## src/rtl/bce_pkg.sv

```systemverilog
// bce_pkg: shared constants, types and the log2 table function
// for the binary cross-entropy loss and gradient unit; no dependencies
package bce_pkg;

	localparam int FRAC_BITS_DEF = 16;
	localparam int LOG_DEPTH_DEF = 256;
	localparam logic [29:0] LN2_Q30 = 30'd744261118;

	// datapath operation codes
	localparam logic [2:0] OP_LOAD    = 3'd0;
	localparam logic [2:0] OP_LOG_A   = 3'd1;
	localparam logic [2:0] OP_LOG_B   = 3'd2;
	localparam logic [2:0] OP_DIV_G   = 3'd3;
	localparam logic [2:0] OP_DIV_L   = 3'd4;
	localparam logic [2:0] OP_ACCUM   = 3'd5;
	localparam logic [2:0] OP_NONE    = 3'd6;

	typedef struct packed {
		logic       start;
		logic [2:0] op;
	} bce_cmd_t;

	typedef struct packed {
		logic busy;
	} bce_sts_t;

	// log2(1+i/depth) in Q.30, by repeated squaring (elaboration only)
	function automatic logic [31:0] log2_entry(input int i, input int depth);
		logic [63:0] v;
		logic [31:0] ip;
		logic [31:0] fr;
		v = (64'd1 << 30) + ((64'(i) << 30) / 64'(depth));
		ip = 0;
		fr = 0;
		if (v >= (64'd1 << 31)) begin
			ip = 1;
			v = v >> 1;
		end
		for (int k = 1; k <= 30; k++) begin
			v = (v * v) >> 30;
			if (v >= (64'd1 << 31)) begin
				v = v >> 1;
				fr = fr | (32'd1 << (30 - k));
			end
		end
		return (ip << 30) + fr;
	endfunction

endpackage

```

## src/rtl/bce_ctrl.sv

```systemverilog
// bce_ctrl: sequencer for the loss/gradient datapath
// depends on bce_pkg
module bce_ctrl (
	input  logic               clk,
	input  logic               arst_n,
	input  logic               in_go,
	input  logic               last,
	input  bce_pkg::bce_sts_t  sts,
	output bce_pkg::bce_cmd_t  cmd,
	output logic               done
);
	import bce_pkg::*;

	localparam logic [2:0] S_IDLE  = 3'd0;
	localparam logic [2:0] S_LOGA  = 3'd1;
	localparam logic [2:0] S_LOGB  = 3'd2;
	localparam logic [2:0] S_DIVG  = 3'd3;
	localparam logic [2:0] S_ACC   = 3'd4;
	localparam logic [2:0] S_DIVL  = 3'd5;
	localparam logic [2:0] S_DONE  = 3'd6;

	logic [2:0] state_q;
	logic [2:0] state_d;
	logic       started_q;

	// next state and command
	always_comb begin
		state_d = state_q;
		cmd.start = 1'b0;
		cmd.op = OP_NONE;
		done = 1'b0;
		unique case (state_q)
			S_IDLE: begin
				if (in_go) begin
					cmd.op = OP_LOAD;
					state_d = S_LOGA;
				end
			end
			S_LOGA: begin
				cmd.op = OP_LOG_A;
				cmd.start = !started_q;
				if (started_q && !sts.busy) state_d = S_LOGB;
			end
			S_LOGB: begin
				cmd.op = OP_LOG_B;
				cmd.start = !started_q;
				if (started_q && !sts.busy) state_d = S_DIVG;
			end
			S_DIVG: begin
				cmd.op = OP_DIV_G;
				cmd.start = !started_q;
				if (started_q && !sts.busy) state_d = S_ACC;
			end
			S_ACC: begin
				cmd.op = OP_ACCUM;
				state_d = last ? S_DIVL : S_DONE;
			end
			S_DIVL: begin
				cmd.op = OP_DIV_L;
				cmd.start = !started_q;
				if (started_q && !sts.busy) state_d = S_DONE;
			end
			S_DONE: begin
				done = 1'b1;
				state_d = S_IDLE;
			end
			default: state_d = S_IDLE;
		endcase
	end

	// state register; started flags the multi-cycle unit has been kicked
	always_ff @(posedge clk or negedge arst_n) begin
		if (!arst_n) begin
			state_q <= S_IDLE;
			started_q <= 1'b0;
		end else begin
			state_q <= state_d;
			if (state_d != state_q) started_q <= 1'b0;
			else if (cmd.start) started_q <= 1'b1;
		end
	end

endmodule

```

## config.mk

```make
export PLATFORM = sky130hd
export DESIGN_NAME = bce_ctrl
export DESIGN_NICKNAME = d
export VERILOG_FILES = /design/src/rtl/bce_pkg.sv /design/src/rtl/bce_ctrl.sv
export SDC_FILE = /design/constraint.sdc
export NUM_CORES = 1
export LEC_CHECK = 0
export ABC_CLOCK_PERIOD_IN_PS = 3050
export BUFFER_PORTS_ARGS = -buffer_cell sky130_fd_sc_hd__buf_2
export CORE_AREA = 10 10 47 49
export DETAILED_ROUTE_END_ITERATION = 12
export DIE_AREA = 0 0 57 59
export SYNTH_ARGS = -nofsm -noshare
export SYNTH_HDL_FRONTEND = slang
export SYNTH_SLANG_ARGS = --single-unit
export TNS_END_PERCENT = 20
```

## constraint.sdc

```tcl
create_clock -name clk -period 3.05 [get_ports clk]
set_input_delay 0.305 -clock clk [delete_from_list [all_inputs] [get_ports clk]]
set_output_delay 0.305 -clock clk [all_outputs]
set_load 0.02 [all_outputs]
```

==> impl_results.md <==
* Setup TNS at 0 ns
* Remaining DRCs at 0
* Largest net degree at the start of global routing at 12
* Die X at 57 um
* Max_cap viols at 0
* Type of the worst setup path: flip-flop to primary output
* Worst Path Max Fanout at 10
* PD cells at 1040 nW/um^2
* Aggregate routed wire length at 677 um
* CTS H-tree depth at 1
* Nets at 47
* Boundary pin count at 10
* CP Launch Type: flip-flop
* RSZ-0062 raised after global routing: no
* Synth area leaders: dfrtp_1, nor3_2, o21bai_1
* EDFF count, synth at 0
* DR iter-0 viols at 8
* Worst endpoint required time at 2.74 ns
* #FFs+latches synth at 4
* FF-to-FF End: started_q$_DFFE_PN0P_
* First-pass GRT wire length at 1170 um
* Register area share after synthesis at 0.356
* Warnings from Yosys at 0
* Clk_lat worst skew at 0.23 ns
* Clock root buffer: clkbuf_4
* CP endpoint kind: primary output
* Cell count after synthesis at 29
* CTS-repair resized insts at 0
* GP Congestion at 0.800
* HP Class: input port to async pin
* Final period util at 0.539
* Final Skew at 0.00594 ns
* Final ANT Viol Nets at 0
* Final Setup Violations at 0
* Initial core utilization at 0.201
* FFs w/ async S/R, synth at 1.00
* Die area at 3360 um^2
* Top FF cell, synth: dfrtp_1
* CTS Buf Count at 3
* CTS tree: done
* Port bufs at 9
* Max_slew headroom at 0.741
* Tmin final at 1.65 ns
* Most frequent cell after synthesis: dfrtp_1
* Initial antenna violation count at 0
* Leak Pwr at 0.174 nW
* Flop2flop setup slack at 1.90 ns
* Worst r2r src: state_q[2]$_DFF_PN0_
* Via/cell ratio at 4.50
* WL/cell at 12.1 um
* Utilization after layout at 0.257
* Synthesized Nets at 34
* F_max at 608 MHz
* P&R area growth vs syn at 28.0%
* Maximum VDD drop at 0.000442 V
* Final hold violations at 0
* Number of global-route vias before repair at 276
* Post-synth top area share at 0.356
* Clk buf depth at 2
* Total Routing Usage GR at 0.0442
* Chip Height at 59 um
* Clock Pin Slew Worst Setup and Hold Paths at 0.04 ns
* N_diodes at 0
* Sink Count at 4
* Slew @ Worst Pin at 0.389 ns
* Grt ovf at 0
* Vias at 252
* Fillers at 166
* Largest area contributor in the netlist: dfrtp_1
* Arr. time, crit path at 1.34 ns
* FF-to-FF path depth at 3
* Mapped cell area at 282 um^2
* Outcome: finished, final reports clean
* Netlist cell types at 21
* Pins Over Slew Limit at 0
* Drt pass-1 iters at 2
* Row count at 14
* Layout cells sized above 1 at 0.425
* Mean Syn Cell Area at 9.71 um^2
* Core region area at 1400 um^2
[worst max path at each step]
stage / start / to / cells after the start
after detailed placement: state_q[2]$_DFF_PN0_ / cmd[3] / 4
after global routing: state_q[2]$_DFF_PN0_ / cmd[3] / 4
after floorplan: state_q[1]$_DFF_PN0_ / cmd[0] / 3
after global placement: state_q[2]$_DFF_PN0_ / cmd[3] / 4
after CTS: state_q[2]$_DFF_PN0_ / cmd[3] / 4
final: state_q[2]$_DFF_PN0_ / cmd[3] / 4
[critical path: stages (launching register included)]
cell and delay, ns:
dfrtp_1 0.51, nand2b_2 0.21, o21ai_2 0.07, and2b_1 0.16
buf_2 0.15
[final cells by class]
cell class,count,area (um^2),share of cell area
Timing Repair Buffer,10,55.1,0.153
Inverter,1,3.75,0.0104
Tap cell,16,20.0,0.0556
Clock buffer,3,22.5,0.0625
Sequential cell,4,100,0.278
Multi-Input combinational cell,22,159,0.441
[metrics by stage]
stage	total power, mW	std cells	setup WS, ns	area, um^2	hold WS [ns]
after detailed placement	0.314	52	1.66	328	0.111
after global placement	0.310	52	1.68	328	0.111
after floorplan	0.272	29	1.71	282	0.00941
after global routing	0.413	56	1.29	360	0.429
final	0.375	56	1.40	360	0.415
after CTS	0.383	56	1.39	360	0.410
[per-layer routing]
layer	GRT usage	vias to the layer above	routed length, um
met5	0	-	0
met4	0.0403	0	14
met3	0.0258	2	38
met2	0.0605	7	337
met1	0.0465	118	286
li1	-	125	-
[power breakdown]
| group | switching [mW] | internal, mW |
|---|---|---|
| sequential | 0.0447 | 0.0764 |
| clock | 0.0203 | 0.0439 |
| combinational | 0.104 | 0.0865 |
[what timing repair did]
action | 4_1_cts | 5_1_grt
hold endpoints to repair | 4 | 0
hold buffers | 1 | 0
buffers inserted | 0 | 0
[layout by cell type, fill, tap and decap left out, drive strengths merged]
| cell type | count |
|---|---|
| and3b | 1 |
| inv | 1 |
| nor2 | 1 |
| dfrtp | 4 |
| nor3 | 2 |
| or2 | 2 |
| a21oi | 2 |
| o21bai | 2 |
| nand2b | 3 |
| clkbuf | 3 |
| o22ai | 1 |
| and3 | 1 |
| dlygate4sd3 | 1 |
| mux2i | 1 |
| o211a | 1 |
| o21ai | 3 |
| buf | 9 |
| and2b | 1 |
| a22o | 1 |
[cell families (layout without fill, tap and decap cells)]
kind of cell | Yosys count | after routing | share of synthesized area
AND/OR/NAND/NOR | 11 | 11 | 0.284
AO/OA/AOI/OAI | 10 | 10 | 0.244
flip-flops | 4 | 4 | 0.356
buffers and inverters | 3 | 14 | 0.0800
multiplexers | 1 | 1 | 0.0356
[flip-flops by register name, summed over array words and instances (netlist names)]
signal,count
state_q,3
started_q,1
Note: power is estimated with default switching activity, not from simulation.
